==> src/apd_pkg.sv <==
// ----------------------------------------------------------------------------
// apd_pkg: shared types and constants of the averaged PID drive
// Holds the fixed field widths, the register indexes, the sequencer states
// and the control bundle that the sequencer hands to the datapath.
// ----------------------------------------------------------------------------
package apd_pkg;

  // Fixed widths of the register and result fields.
  localparam int SP_W       = 12;
  localparam int GAIN_W     = 24;
  localparam int SUM_W      = 24;
  localparam int DRIVE_W    = 16;
  localparam int AVG_OUT_W  = 12;
  localparam int RERR_W     = 13;
  localparam int CFG_IDX_W  = 4;
  localparam int CFG_DATA_W = 24;

  // The shared multiplier is signed, one bit wider than a gain.
  localparam int MUL_W   = GAIN_W + 1;
  localparam int PROD_W  = 2 * MUL_W;
  // Gains are Q8.16; the final product is built from 16-bit chunks.
  localparam int FRAC_W  = 16;
  localparam int CHUNK_W = 16;
  // Partial sums of gain times chunk stay below 2^41.
  localparam int ACC_W   = GAIN_W + CHUNK_W + 2;

  localparam logic [DRIVE_W-1:0] DRIVE_MAX = '1;
  localparam logic signed [SUM_W-1:0] SUM_MAX = {1'b0, {(SUM_W-1){1'b1}}};
  localparam logic signed [SUM_W-1:0] SUM_MIN = {1'b1, {(SUM_W-1){1'b0}}};

  // Configuration register indexes.
  localparam logic [CFG_IDX_W-1:0] REG_SETPOINT  = CFG_IDX_W'(0);
  localparam logic [CFG_IDX_W-1:0] REG_PROP_GAIN = CFG_IDX_W'(1);
  localparam logic [CFG_IDX_W-1:0] REG_INT_GAIN  = CFG_IDX_W'(2);
  localparam logic [CFG_IDX_W-1:0] REG_DER_GAIN  = CFG_IDX_W'(3);

  // Sequencer states: idle, stop, and one multiplier slot per step of a run.
  typedef enum logic [3:0] {
    ST_IDLE,
    ST_STOP,
    ST_DIVM,
    ST_DIVQ,
    ST_FIX,
    ST_ERR,
    ST_DER,
    ST_ACC,
    ST_K0,
    ST_K1,
    ST_K2,
    ST_K3
  } state_e;

  // Control bundle from the sequencer to the datapath.
  typedef struct packed {
    state_e state;
    logic   take_run;
    logic   take_stop;
    logic   finish;
  } ctrl_t;

endpackage

==> src/apd_if.sv <==
// ----------------------------------------------------------------------------
// apd_if: channel interfaces of the averaged PID drive
// Sample input, result output and configuration write channels, each with
// valid/ready and a source and a sink modport.
// ----------------------------------------------------------------------------
interface apd_in_if #(
  parameter int SampleBits = 12
) ();
  logic                  valid;
  logic                  ready;
  logic                  cmd;
  logic [SampleBits-1:0] sample;

  modport source (output valid, output cmd, output sample, input ready);
  modport sink   (input valid, input cmd, input sample, output ready);
endinterface

interface apd_out_if
  import apd_pkg::*;
();
  logic                     valid;
  logic                     ready;
  logic [DRIVE_W-1:0]       drive;
  logic [AVG_OUT_W-1:0]     average;
  logic signed [RERR_W-1:0] report_error;

  modport source (output valid, output drive, output average, output report_error,
                  input ready);
  modport sink   (input valid, input drive, input average, input report_error,
                  output ready);
endinterface

interface apd_cfg_if
  import apd_pkg::*;
();
  logic                  valid;
  logic                  ready;
  logic [CFG_IDX_W-1:0]  index;
  logic [CFG_DATA_W-1:0] data;

  modport source (output valid, output index, output data, input ready);
  modport sink   (input valid, input index, input data, output ready);
endinterface

==> src/apd_window.sv <==
// ----------------------------------------------------------------------------
// apd_window: sample window with running total
// Shift line of the last WINDOW samples; the total is kept up to date by
// subtracting the sample that drops out and adding the one that comes in.
// ----------------------------------------------------------------------------
module apd_window
  import apd_pkg::*;
#(
  parameter int WINDOW      = 6,
  parameter int SAMPLE_BITS = 12,
  parameter int TOT_W       = SAMPLE_BITS + $clog2(WINDOW)
) (
  input  logic                   clk_i,
  input  logic                   rst_ni,
  input  logic                   shift_i,
  input  logic [SAMPLE_BITS-1:0] sample_i,
  output logic [TOT_W-1:0]       total_o
);

  logic [SAMPLE_BITS-1:0] taps_q [WINDOW];
  logic [TOT_W-1:0]       total_q;
  logic [TOT_W-1:0]       total_d;

  // Oldest sample leaves, newest enters.
  assign total_d = total_q - TOT_W'(taps_q[0]) + TOT_W'(sample_i);

  always_ff @(posedge clk_i or negedge rst_ni) begin
    if (!rst_ni) begin
      total_q <= '0;
      for (int i = 0; i < WINDOW; i++) begin
        taps_q[i] <= '0;
      end
    end else if (shift_i) begin
      total_q <= total_d;
      for (int i = 0; i < WINDOW - 1; i++) begin
        taps_q[i] <= taps_q[i+1];
      end
      taps_q[WINDOW-1] <= sample_i;
    end
  end

  assign total_o = total_q;

endmodule

==> src/apd_mul.sv <==
// ----------------------------------------------------------------------------
// apd_mul: shared signed multiplier
// One signed MUL_W by MUL_W multiplier with a registered product, used by
// every multiply step of the sequence.
// ----------------------------------------------------------------------------
module apd_mul
  import apd_pkg::*;
(
  input  logic                     clk_i,
  input  logic signed [MUL_W-1:0]  a_i,
  input  logic signed [MUL_W-1:0]  b_i,
  output logic signed [PROD_W-1:0] prod_o
);

  logic signed [PROD_W-1:0] prod_d;
  logic signed [PROD_W-1:0] prod_q;

  // Both operands are signed, so the full product is exact in PROD_W bits.
  assign prod_d = a_i * b_i;

  always_ff @(posedge clk_i) begin
    prod_q <= prod_d;
  end

  assign prod_o = prod_q;

endmodule

==> src/apd_ctrl.sv <==
// ----------------------------------------------------------------------------
// apd_ctrl: sequencer of the averaged PID drive
// Steps one accepted transaction through the multiplier slots and waits in
// the last state until the output register is free.
// ----------------------------------------------------------------------------
module apd_ctrl
  import apd_pkg::*;
(
  input  logic  clk_i,
  input  logic  rst_ni,
  input  logic  in_valid_i,
  input  logic  in_cmd_i,
  input  logic  out_free_i,
  output ctrl_t ctrl_o
);

  state_e state_q;
  state_e state_d;

  // State register.
  always_ff @(posedge clk_i or negedge rst_ni) begin
    if (!rst_ni) begin
      state_q <= ST_IDLE;
    end else begin
      state_q <= state_d;
    end
  end

  // Next state and control outputs.
  always_comb begin
    state_d          = state_q;
    ctrl_o.state     = state_q;
    ctrl_o.take_run  = 1'b0;
    ctrl_o.take_stop = 1'b0;
    ctrl_o.finish    = 1'b0;
    case (state_q)
      ST_IDLE: begin
        if (in_valid_i) begin
          if (in_cmd_i) begin
            ctrl_o.take_stop = 1'b1;
            state_d          = ST_STOP;
          end else begin
            ctrl_o.take_run = 1'b1;
            state_d         = ST_DIVM;
          end
        end
      end
      ST_STOP, ST_K3: begin
        if (out_free_i) begin
          ctrl_o.finish = 1'b1;
          state_d       = ST_IDLE;
        end
      end
      ST_DIVM: state_d = ST_DIVQ;
      ST_DIVQ: state_d = ST_FIX;
      ST_FIX:  state_d = ST_ERR;
      ST_ERR:  state_d = ST_DER;
      ST_DER:  state_d = ST_ACC;
      ST_ACC:  state_d = ST_K0;
      ST_K0:   state_d = ST_K1;
      ST_K1:   state_d = ST_K2;
      ST_K2:   state_d = ST_K3;
      default: state_d = ST_IDLE;
    endcase
  end

endmodule

==> src/averaged_pid_drive.sv <==
// ----------------------------------------------------------------------------
// averaged_pid_drive: PID drive stage behind a moving-average filter
// Averages the last WINDOW sensor samples, forms the error against the
// setpoint and computes a clamped, saturated PID drive in Q8.16 gains.
// ----------------------------------------------------------------------------
// Usage:
//   in_i carries one transaction per control tick: cmd (0 run, 1 stop) and
//   the raw sample. out_o returns one result per transaction: drive,
//   average and report_error (setpoint minus average). cfg_i writes the
//   setpoint and the three gains by index; write only while the block is
//   idle. cfg_i is always ready; unknown indexes are ignored.
//   A run transaction passes through the single shared 25x25 multiplier,
//   which is used in seven sequential steps (division by WINDOW, its
//   correction, the integral and derivative terms and three chunks of the
//   proportional gain). A stop transaction returns all zeros.
//   in_i is not ready while a transaction is being worked on. The result
//   sits in an output register; if the receiver stalls, the sequencer holds
//   its last step until the register is free, then returns to idle.
//   Reset clears the window, the error state, the configuration registers,
//   the sequencer and the output valid flag.
module averaged_pid_drive
  import apd_pkg::*;
#(
  parameter int WINDOW      = 6,
  parameter int SAMPLE_BITS = 12
) (
  input  logic       clk_i,
  input  logic       rst_ni,
  apd_in_if.sink     in_i,
  apd_out_if.source  out_o,
  apd_cfg_if.sink    cfg_i
);

  localparam int TOT_W = SAMPLE_BITS + $clog2(WINDOW);
  localparam int MAXW  = (SAMPLE_BITS > SP_W) ? SAMPLE_BITS : SP_W;
  localparam int E_W   = MAXW + 1;
  localparam logic [TOT_W-1:0] RECIP = TOT_W'((2 ** TOT_W) / WINDOW);

  ctrl_t ctrl;

  logic [SP_W-1:0]   sp_q;
  logic [GAIN_W-1:0] kp_q;
  logic [GAIN_W-1:0] gi_q;
  logic [GAIN_W-1:0] gd_q;

  logic [TOT_W-1:0]       total;
  logic signed [MUL_W-1:0]  mul_a;
  logic signed [MUL_W-1:0]  mul_b;
  logic signed [PROD_W-1:0] prod;

  logic [SAMPLE_BITS-1:0]   avg_q;
  logic signed [E_W-1:0]    e_q;
  logic signed [E_W-1:0]    last_err_q;
  logic signed [SUM_W-1:0]  err_sum_q;
  logic signed [PROD_W-1:0] inner_q;
  logic [ACC_W-1:0]         acc_q;

  logic [DRIVE_W-1:0]       drive_q;
  logic [AVG_OUT_W-1:0]     avg_out_q;
  logic signed [RERR_W-1:0] rerr_q;
  logic                     out_valid_q;
  logic                     out_free;

  logic [SAMPLE_BITS-1:0] quot;
  logic [TOT_W-1:0]       rem;
  logic [MAXW-1:0]        avg_wide;
  logic signed [E_W-1:0]  e_d;
  logic signed [E_W-1:0]  neg_e;
  logic signed [E_W:0]    diff;
  logic signed [SUM_W:0]  sum_ext;
  logic signed [SUM_W-1:0] sum_sat;
  logic [ACC_W-1:0]       acc_fin;
  logic                   inner_pos;
  logic [DRIVE_W-1:0]     drive_d;

  // Configuration registers.
  assign cfg_i.ready = 1'b1;

  always_ff @(posedge clk_i or negedge rst_ni) begin
    if (!rst_ni) begin
      sp_q <= '0;
      kp_q <= '0;
      gi_q <= '0;
      gd_q <= '0;
    end else if (cfg_i.valid) begin
      case (cfg_i.index)
        REG_SETPOINT:  sp_q <= cfg_i.data[SP_W-1:0];
        REG_PROP_GAIN: kp_q <= cfg_i.data[GAIN_W-1:0];
        REG_INT_GAIN:  gi_q <= cfg_i.data[GAIN_W-1:0];
        REG_DER_GAIN:  gd_q <= cfg_i.data[GAIN_W-1:0];
        default: ;
      endcase
    end
  end

  // Sequencer.
  assign out_free   = !out_valid_q || out_o.ready;
  assign in_i.ready = (ctrl.state == ST_IDLE);

  apd_ctrl u_ctrl (
    .clk_i      (clk_i),
    .rst_ni     (rst_ni),
    .in_valid_i (in_i.valid),
    .in_cmd_i   (in_i.cmd),
    .out_free_i (out_free),
    .ctrl_o     (ctrl)
  );

  // Sample window and running total.
  apd_window #(
    .WINDOW      (WINDOW),
    .SAMPLE_BITS (SAMPLE_BITS),
    .TOT_W       (TOT_W)
  ) u_window (
    .clk_i    (clk_i),
    .rst_ni   (rst_ni),
    .shift_i  (ctrl.take_run),
    .sample_i (in_i.sample),
    .total_o  (total)
  );

  // Derived values used by the steps.
  assign quot     = prod[TOT_W+SAMPLE_BITS-1:TOT_W];
  assign rem      = total - prod[TOT_W-1:0];
  assign avg_wide = MAXW'(avg_q);
  assign e_d      = $signed({1'b0, avg_wide}) - $signed({1'b0, MAXW'(sp_q)});
  assign neg_e    = -e_q;
  assign diff     = (E_W+1)'(e_q) - (E_W+1)'(last_err_q);

  // Saturating update of the error sum.
  assign sum_ext = (SUM_W+1)'(err_sum_q) + (SUM_W+1)'(e_q);
  always_comb begin
    if (sum_ext[SUM_W] != sum_ext[SUM_W-1]) begin
      sum_sat = sum_ext[SUM_W] ? SUM_MIN : SUM_MAX;
    end else begin
      sum_sat = sum_ext[SUM_W-1:0];
    end
  end

  // Final drive: floor(kp * inner / 2^32), clamped to DRIVE_MAX, zero for a non-positive inner sum.
  assign acc_fin   = (acc_q >> CHUNK_W) + prod[ACC_W-1:0];
  assign inner_pos = !inner_q[PROD_W-1] && (inner_q != '0);
  always_comb begin
    if (!inner_pos) begin
      drive_d = '0;
    end else if (|acc_fin[ACC_W-1:DRIVE_W]) begin
      drive_d = DRIVE_MAX;
    end else begin
      drive_d = acc_fin[DRIVE_W-1:0];
    end
  end

  // Operand selection for the shared multiplier. The top chunk stays
  // selected in the last step so the product holds while the output stalls.
  always_comb begin
    mul_a = '0;
    mul_b = '0;
    case (ctrl.state)
      ST_DIVM: begin
        mul_a = $signed({{(MUL_W-TOT_W){1'b0}}, total});
        mul_b = $signed({{(MUL_W-TOT_W){1'b0}}, RECIP});
      end
      ST_DIVQ: begin
        mul_a = $signed({{(MUL_W-SAMPLE_BITS){1'b0}}, quot});
        mul_b = MUL_W'(WINDOW);
      end
      ST_FIX: begin
        mul_a = $signed({1'b0, gi_q});
        mul_b = MUL_W'(err_sum_q);
      end
      ST_DER: begin
        mul_a = $signed({1'b0, gd_q});
        mul_b = MUL_W'(diff);
      end
      ST_K0: begin
        mul_a = $signed({1'b0, kp_q});
        mul_b = $signed({{(MUL_W-CHUNK_W){1'b0}}, inner_q[CHUNK_W-1:0]});
      end
      ST_K1: begin
        mul_a = $signed({1'b0, kp_q});
        mul_b = $signed({{(MUL_W-CHUNK_W){1'b0}}, inner_q[2*CHUNK_W-1:CHUNK_W]});
      end
      ST_K2, ST_K3: begin
        mul_a = $signed({1'b0, kp_q});
        mul_b = $signed({{(MUL_W-CHUNK_W){1'b0}}, inner_q[3*CHUNK_W-1:2*CHUNK_W]});
      end
      default: ;
    endcase
  end

  apd_mul u_mul (
    .clk_i  (clk_i),
    .a_i    (mul_a),
    .b_i    (mul_b),
    .prod_o (prod)
  );

  // Datapath registers updated step by step.
  always_ff @(posedge clk_i) begin
    case (ctrl.state)
      ST_DIVQ: avg_q <= quot;
      ST_FIX: begin
        if (rem >= TOT_W'(WINDOW)) begin
          avg_q <= avg_q + 1'b1;
        end
      end
      ST_ERR: begin
        e_q     <= e_d;
        inner_q <= prod;
      end
      ST_DER:  inner_q <= inner_q + (PROD_W'(e_q) <<< FRAC_W);
      ST_ACC:  inner_q <= inner_q + prod;
      ST_K1:   acc_q   <= prod[ACC_W-1:0];
      ST_K2:   acc_q   <= (acc_q >> CHUNK_W) + prod[ACC_W-1:0];
      default: ;
    endcase
  end

  // Error state: cleared by stop, updated after the derivative term is formed.
  always_ff @(posedge clk_i or negedge rst_ni) begin
    if (!rst_ni) begin
      err_sum_q  <= '0;
      last_err_q <= '0;
    end else if (ctrl.take_stop) begin
      err_sum_q  <= '0;
      last_err_q <= '0;
    end else if (ctrl.state == ST_ACC) begin
      err_sum_q  <= sum_sat;
      last_err_q <= e_q;
    end
  end

  // Output register.
  always_ff @(posedge clk_i or negedge rst_ni) begin
    if (!rst_ni) begin
      out_valid_q <= 1'b0;
    end else if (ctrl.finish) begin
      out_valid_q <= 1'b1;
    end else if (out_o.ready) begin
      out_valid_q <= 1'b0;
    end
  end

  always_ff @(posedge clk_i) begin
    if (ctrl.finish) begin
      if (ctrl.state == ST_STOP) begin
        drive_q   <= '0;
        avg_out_q <= '0;
        rerr_q    <= '0;
      end else begin
        drive_q   <= drive_d;
        avg_out_q <= avg_wide[AVG_OUT_W-1:0];
        rerr_q    <= neg_e[RERR_W-1:0];
      end
    end
  end

  assign out_o.valid        = out_valid_q;
  assign out_o.drive        = drive_q;
  assign out_o.average      = avg_out_q;
  assign out_o.report_error = rerr_q;

  // A stop transaction leaves the error state cleared.
  a_stop_clears: assert property (@(posedge clk_i) disable iff (!rst_ni)
    (in_i.valid && in_i.ready && in_i.cmd) |=> (err_sum_q == '0 && last_err_q == '0))
    else $error("error state not cleared after stop");

  // The block works on one transaction at a time.
  a_busy_after_accept: assert property (@(posedge clk_i) disable iff (!rst_ni)
    (in_i.valid && in_i.ready) |=> !in_i.ready)
    else $error("input ready right after acceptance");

  // A stop result is all zeros.
  a_stop_zero: assert property (@(posedge clk_i) disable iff (!rst_ni)
    (ctrl.finish && ctrl.state == ST_STOP) |=>
      (drive_q == '0 && avg_out_q == '0 && rerr_q == '0))
    else $error("stop result not zero");

  // A nonzero drive needs a nonzero proportional gain.
  a_drive_needs_kp: assert property (@(posedge clk_i) disable iff (!rst_ni)
    (ctrl.finish && ctrl.state == ST_K3 && kp_q == '0) |=> drive_q == '0)
    else $error("drive nonzero with zero proportional gain");

  // A result is only produced when the output register can take it.
  a_finish_free: assert property (@(posedge clk_i) disable iff (!rst_ni)
    ctrl.finish |-> (!out_valid_q || out_o.ready))
    else $error("result overwrote a pending transaction");

endmodule

==> src/flat_wrapper.sv <==
// flat-port wrapper written by rule: the top's interface ports become plain ports
module averaged_pid_drive_flat import apd_pkg::*;
#(
  parameter int WINDOW      = 6,
  parameter int SAMPLE_BITS = 12
)
  (clk_i, rst_ni, in_i_valid, in_i_cmd, in_i_sample, in_i_ready, out_o_valid, out_o_drive, out_o_average, out_o_report_error, out_o_ready, cfg_i_valid, cfg_i_index, cfg_i_data, cfg_i_ready);
  apd_in_if #(.SampleBits(SAMPLE_BITS)) in_i_i ();
  apd_out_if out_o_i ();
  apd_cfg_if cfg_i_i ();
  input  logic clk_i;
  input  logic rst_ni;
  input wire logic [$bits(in_i_i.valid)-1:0] in_i_valid;
  input wire logic [$bits(in_i_i.cmd)-1:0] in_i_cmd;
  input wire logic [$bits(in_i_i.sample)-1:0] in_i_sample;
  output wire logic [$bits(in_i_i.ready)-1:0] in_i_ready;
  output wire logic [$bits(out_o_i.valid)-1:0] out_o_valid;
  output wire logic [$bits(out_o_i.drive)-1:0] out_o_drive;
  output wire logic [$bits(out_o_i.average)-1:0] out_o_average;
  output wire logic [$bits(out_o_i.report_error)-1:0] out_o_report_error;
  input wire logic [$bits(out_o_i.ready)-1:0] out_o_ready;
  input wire logic [$bits(cfg_i_i.valid)-1:0] cfg_i_valid;
  input wire logic [$bits(cfg_i_i.index)-1:0] cfg_i_index;
  input wire logic [$bits(cfg_i_i.data)-1:0] cfg_i_data;
  output wire logic [$bits(cfg_i_i.ready)-1:0] cfg_i_ready;
  assign in_i_i.valid = in_i_valid;
  assign in_i_i.cmd = in_i_cmd;
  assign in_i_i.sample = in_i_sample;
  assign in_i_ready = in_i_i.ready;
  assign out_o_valid = out_o_i.valid;
  assign out_o_drive = out_o_i.drive;
  assign out_o_average = out_o_i.average;
  assign out_o_report_error = out_o_i.report_error;
  assign out_o_i.ready = out_o_ready;
  assign cfg_i_i.valid = cfg_i_valid;
  assign cfg_i_i.index = cfg_i_index;
  assign cfg_i_i.data = cfg_i_data;
  assign cfg_i_ready = cfg_i_i.ready;
  averaged_pid_drive #(.WINDOW(WINDOW), .SAMPLE_BITS(SAMPLE_BITS)) u_core (.clk_i(clk_i), .rst_ni(rst_ni), .in_i(in_i_i), .out_o(out_o_i), .cfg_i(cfg_i_i));
endmodule
==> config.mk <==
export PLATFORM = sky130hd
export DESIGN_NAME = averaged_pid_drive_flat
export DESIGN_NICKNAME = d
export VERILOG_FILES = /design/src/apd_pkg.sv /design/src/apd_if.sv /design/src/apd_window.sv /design/src/apd_mul.sv /design/src/apd_ctrl.sv /design/src/averaged_pid_drive.sv /design/src/flat_wrapper.sv
export SDC_FILE = /design/constraint.sdc
export NUM_CORES = 2
export LEC_CHECK = 0
export BUFFER_PORTS_ARGS = -buffer_cell sky130_fd_sc_hd__buf_2
export CORE_MARGIN = 4
export CORE_UTILIZATION = 45
export CTS_CLUSTER_SIZE = 40
export DETAILED_ROUTE_END_ITERATION = 10
export PLACE_DENSITY = 0.62
export SYNTH_ARGS = -nofsm -noshare
export SYNTH_HDL_FRONTEND = slang
export SYNTH_HIERARCHICAL = 1
export SYNTH_SLANG_ARGS = --single-unit
==> constraint.sdc <==
create_clock -name clk_i -period 13.1 [get_ports clk_i]
set_input_delay 0.655 -clock clk_i [delete_from_list [all_inputs] [get_ports clk_i]]
set_output_delay 0.655 -clock clk_i [all_outputs]
set_load 0.05 [all_outputs]
# Word-level counts from Yosys, hierarchy flattened
# Cells that the tools add are included.
[totals]
regBits = 421
in_bits = 46
elab_cells = 103
[op_classes]
n_addsub = 11
mul = 1
order_cmp = 1
eq_ne = 18
mux = 25
n_bitwise = 1
reduce_logical = 23
[op_table]
columns = ["op", "count"]
rows = [
  ["case mux 25 bit (7 select lines)", 1],
  ["case mux 50 bit (3 select lines)", 1],
  ["case mux 24 bit (5 select lines)", 1],
  ["2-to-1 mux 24 bit", 4],
  ["case mux 42 bit (2 select lines)", 1],
  ["adder 50 x 29 -> 50 bit", 1],
  ["adder 50 bit", 1],
  ["multiplier 25 x 25 -> 50 bit", 1],
  ["nonzero test 50 bit", 1],
  ["case mux 4 bit (11 select lines)", 1],
  ["adder 26 x 42 -> 42 bit", 1],
  ["2-to-1 mux 13 bit", 2],
  ["OR reduction 26 bit", 1],
  ["adder 24 x 13 -> 25 bit", 1],
  ["case mux 12 bit (2 select lines)", 1],
  ["== test 4 x 2 -> 1 bit, second input constant", 4],
  ["== test 4 x 3 -> 1 bit, second input constant", 4],
  ["== test 4 bit, second input constant", 4],
  ["2-to-1 mux 16 bit", 1],
  ["adder 15 x 12 -> 15 bit", 1],
  [">= comparator 15 x 3 -> 1 bit, second input constant", 1],
  ["subtractor 15 x 12 -> 15 bit", 1],
  ["subtractor 15 bit", 1],
  ["subtractor 13 x 13 -> 14 bit", 1],
  ["21 further kinds", 43],
]

# Longest topological paths before layout
[depth]
ltp_word = 5
depth_mapped = 41
ltp_nobuf = 40

# Cells and area by module
# The synthesis kept the hierarchy.
[modules_own_cells]
columns = ["module", "n_inst", "cells_per_inst", "area_each_um2", "seq_area_each_um2"]
rows = [
  ["apd_mul", 1, 2563, 23964.2, 1001.0],
  ["averaged_pid_drive", 1, 2359, 21136.5, 7317.0],
  ["apd_window", 1, 358, 4337.9, 2177.1],
  ["apd_ctrl", 1, 34, 300.3, 100.1],
]

# Least setup slack after synthesis
# No wires, ideal clock.
[synth_timing]
path_type = "register to register"
from = "register u_core.e_q[1]"
to = "register u_core.u_mul.prod_q[49] (netlist: u_core/u_mul/prod_o[49])"
setup_ns = 0.091
t_arrival_ns = 8.942
required_time_ns = 13.009
slack_ns = 4.067
stages_incl_launch_ff = 35
path_buffers = 2
period_less_slack_ns = 9.033
path_cell_list = "edfxtp_1 ha_1 nor2b_1 o21ai_0 a21oi_1 o21ai_0 a21oi_1 o2111ai_1 a31oi_1 a21oi_1 o21ai_0 clkbuf_1 nand2_1 clkbuf_1 and2_1 fa_1 fa_1 fa_1 fa_1 fa_1 fa_1 inv_1 fa_1 inv_1 ha_1 and3_1 a2111oi_2 o21ba_1 inv_1 a21oi_1 a211oi_2 nor3_2 o211ai_1 o31a_1 a311oi_1"
[synth_between]
elab_chain_len = 3
[synth_rtl]
columns = ["element", "line_no", "text"]
rows = [
  ["start, declared", "averaged_pid_drive.sv:52", "logic signed [E_W-1:0] e_q;"],
  ["start signal, assigned", "averaged_pid_drive.sv:208", "e_q <= e_d;"],
  ["subtractor 13 x 13 -> 14 bit", "averaged_pid_drive.sv:128", "assign diff = (E_W+1)'(e_q) - (E_W+1)'(last_err_q);"],
  ["case mux 25 bit (7 select lines)", "averaged_pid_drive.sv:158", "case (ctrl.state)"],
  ["named net u_core.mul_b[23]", "averaged_pid_drive.sv:48", "logic signed [MUL_W-1:0] mul_b;"],
  ["multiplier 25 x 25 -> 50 bit", "apd_mul.sv:19", "assign prod_d = a_i * b_i;"],
  ["named net u_core.u_mul.prod_d[49]", "apd_mul.sv:15", "logic signed [PROD_W-1:0] prod_d;"],
  ["end signal, assigned", "apd_mul.sv:22", "prod_q <= prod_d;"],
  ["end, declared", "apd_mul.sv:16", "logic signed [PROD_W-1:0] prod_q;"],
]
# The timed path passes the listed nets, and every way through them passes these cells.
# A chain may end at the register's enable or synchronous reset.

# Worst setup path after layout
# Same ends and word-level chain as after synthesis.

==> impl_summary.txt <==
----------------------------------------------------
[Floorplanning]
  Std-Cell Core Area ... 0.109 sq mm
  Die height ... 340 microns
  Number of placement rows ... 121
  Effective utilization at floorplan ... 45.5%
  Chip Width ... 340 microns
  Floorplan die area ... 0.116 sq mm
  Top Ports ... 90

[Clock tree]
  CTS Root Buffer Type ... sky130_fd_sc_hd__clkbuf_16
  Total clock buffers created by CTS ... 46
  CTS clock-pin slew for the worst setup and hold paths ... 0.06 ns
  TritonCTS clock tree ... done
  # resized after CTS ... 0
  Setup Fix Bufs, Post-CTS ... 0
  H-tree level count ... 2
  Hold Buf Count CTS ... 0
  Clock latency reported for the late side of the worst-skew pair ... 0.61 ns
  Clock net sink count ... 405
  CTS max path bufs ... 3

[Routing]
  First drt pass iteration count ... 6
  Final wirelength ... 146000 microns
  Average wire per cell in the routed design ... 21.4 microns
  Via count normalized by instance count ... 5.60
  Count of antenna-violating nets left after detailed routing ... 0
  Total DRC errors in the routed layout ... 0
  Drt initial violations ... 3396
  Total number of vias ... 38100

[Worst setup path]
  R2r worst-path depth ... 32
  Slowest CP cell ... sky130_fd_sc_hd__nand2_1
  Required time worst endpoint ... 13.62 ns
  Critical setup path kind ... reg -> reg
  Startpoint class of the critical path ... register
  Destination of the critical timing path ... u_core/u_mul/prod_o[49]
  Maximum single-stage delay on the critical path ... 0.92 ns
  CP max FO ... 25
  Reg-to-reg endpoint ... u_core/u_mul/prod_o[49]
  Arr. time, crit path ... 11.51 ns
  Most numerous cell on the critical path ... sky130_fd_sc_hd__fa_1
  R2R Setup Slk ... 2.11 ns
  Element type at the critical path end ... register
  Worst setup path start ... u_core/e_q[1]
  Launching point of the worst reg2reg path ... u_core/e_q[1]

[Synthesis]
  Summed instance area of the synthesized netlist ... 0.0497 sq mm
  Post-synthesis sequential element count ... 405
  Yosys warnings ... 6
  Syn_area_per_cell ... 9.36 sq um
  Count of flip-flops with a built-in enable after synthesis ... 142
  Gate count after technology mapping ... 5314
  Cell variety after synth ... 104
  Async SR Flop Fraction ... 52.6%
  Commonest register cell after synthesis ... sky130_fd_sc_hd__dfrtp_1
  Seq/Total Area, Yosys ... 21.3%

[STA]
  Worst Clk Skew ... 0.0283 ns
  RSZ-0062 raised after global routing ... false
  Number of failing hold endpoints at the final stage ... 0
  Transition time at the pin with the least slew margin ... 1.27 ns
  Slew HR ... 15.6%
  Fmax ... 0.0910 GHz
  Finish-stage setup viols ... 0
  Final count of pins violating max slew ... 0
  Setup TNS ... 0 ns
  Final worst path period need ... 10.99 ns
  Post-route clock period utilization ... 83.9%

[Global route]
  Total routing usage reported by global routing ... 25.3%
  Number of antenna violations at the first check in global routing ... 4
  Maximum number of pins on one net before global-route repair ... 76
  Global-route wire length before repair ... 229000 microns
  Overall overflow remaining after global route ... 0
  Vias in the first global route ... 38900

[Final layout]
  Utilization after layout ... 48.9%
  Synthesis-to-finish area growth ... 7.40%
  Nets ... 6354
  Share of cells above drive strength 1 ... 7.36%
  Filler cell count ... 10500

[Placement]
  Global placement routability congestion ... 0.950
  Number of buffers added on ports ... 88
  Post-detail-place hpwl ... 111000 microns

[Hold path]
  Type of the worst min-delay path ... in -> async

[Outcome]
  Status ... finished, final reports clean

[Flow run]
  Number of violations of the max-capacitance limit ... 0

----------------------------------------------------
[cells by family (layout without fill, tap and decap cells)]
family | Yosys count | after routing | synth area share, %
AND/OR/NAND/NOR | 1469 | 1469 | 14.4
buffers and inverters | 1093 | 1112 | 8.37
adder cells (fa/ha/maj) | 1015 | 1015 | 35.7
AO/OA/AOI/OAI | 926 | 926 | 12.3
flip-flops | 405 | 405 | 21.3
XOR/XNOR | 238 | 238 | 4.19
multiplexers | 166 | 166 | 3.73
other | 2 | 9 | 0.0151
[stage by stage]
| stage | cell area, sq um | instances | hold WS [ns] | setup slack, ns |
|---|---|---|---|---|
| 5_1_grt | 53400 | 6815 | 0.0768 | 1.37 |
| 4_1_cts | 53400 | 6815 | 0.0500 | 2.21 |
| 2_1_floorplan | 49800 | 5320 | 0.359 | 4.07 |
| 3_3_place_gp | 51800 | 6730 | 0.463 | 2.34 |
| 3_5_place_dp | 51800 | 6730 | 0.472 | 2.26 |
| 6_report | 53400 | 6816 | 0.0383 | 2.11 |
[how the worst min path moves through the flow]
stage,endpoint,slack (ns),depth (start not counted)
after floorplan,u_core/err_sum_q[0],0.36,0
after global placement,u_core/u_window/taps_q[43],0.46,1
after detailed placement,u_core/u_window/taps_q[28],0.47,1
after CTS,u_core/sp_q[9],0.05,1
after global routing,u_core/sp_q[9],0.08,1
final,u_core/sp_q[9],0.04,1
[state kept, by name, indices dropped and copies added, names as in the netlist, 13 cells and up]
| name | flops |
|---|---|
| u_core/gi_q | 24 |
| u_core/err_sum_q | 24 |
| u_core/acc_q | 26 |
| u_core/e_q | 13 |
| u_core/u_mul/prod_o | 50 |
| u_core/gd_q | 24 |
| u_core/kp_q | 24 |
| u_core/last_err_q | 13 |
| u_core/inner_q | 50 |
| u_core/u_window/taps_q | 72 |
| u_core/out_o.report_error | 13 |
| u_core/out_o.drive | 16 |
| u_core/u_window/total_o | 15 |
[cells in the mapped netlist, drive strengths merged (56+ instances only)]
cell type	n	share of area (%)
nor2	224	1.7
ha	329	8.3
clkbuf	205	1.5
nor2b	60	0.75
nand3	56	0.58
edfxtp	142	8.6
inv	859	6.5
mux2	154	3.5
dfrtp	213	11
xnor2	145	2.6
xor2	93	1.6
nand2	568	4.3
nor3	73	0.74
o21ai	197	2.0
a21o	84	1.3
a21oi	257	2.6
fa	677	27
and2	322	4.1
[worst max-delay path: cells and delay by family (launching register included)]
kind | cells | cell delay (ns)
AOI/OAI and AO/OA | 15 | 3.86
DFF | 1 | 0.56
buffers and inverters | 3 | 0.14
adders and majority gates | 9 | 4.33
and+or+nand+nor | 5 | 2.00
[final cells by class]
type / instances / area, sq um / area share (%)
antenna: 1 / 2.50 / 0.00468
clock buffer: 61 / 1290 / 2.41
clock inverter: 24 / 323 / 0.604
inverter: 860 / 3230 / 6.04
multi-input combinational: 3822 / 35100 / 65.7
sequential: 405 / 10600 / 19.8
tap: 1476 / 1850 / 3.46
timing repair buffer: 167 / 1040 / 1.95
[metal layers]
metal	wire length, microns	GRT usage [%]	vias to the layer above
met5	0	0	-
met4	5330	7.96	0
met3	11000	3.68	258
met2	65200	39.8	1424
met1	64200	36.0	19100
li1	-	-	17300
[cells in the final DEF (no fill, tap or decap), types with 145 or more instances in the layout]
cell type	instances
sky130_fd_sc_hd__fa_1	677
sky130_fd_sc_hd__ha_1	329
sky130_fd_sc_hd__o21ai_0	169
sky130_fd_sc_hd__nand2_1	567
sky130_fd_sc_hd__a21oi_1	252
sky130_fd_sc_hd__and2_1	320
sky130_fd_sc_hd__nor2_1	218
sky130_fd_sc_hd__inv_1	858
sky130_fd_sc_hd__dfrtp_1	212
sky130_fd_sc_hd__xnor2_1	145
Power is not shown: default switching activity piles up to over one toggle a cycle in this logic, so the estimate is an artifact.
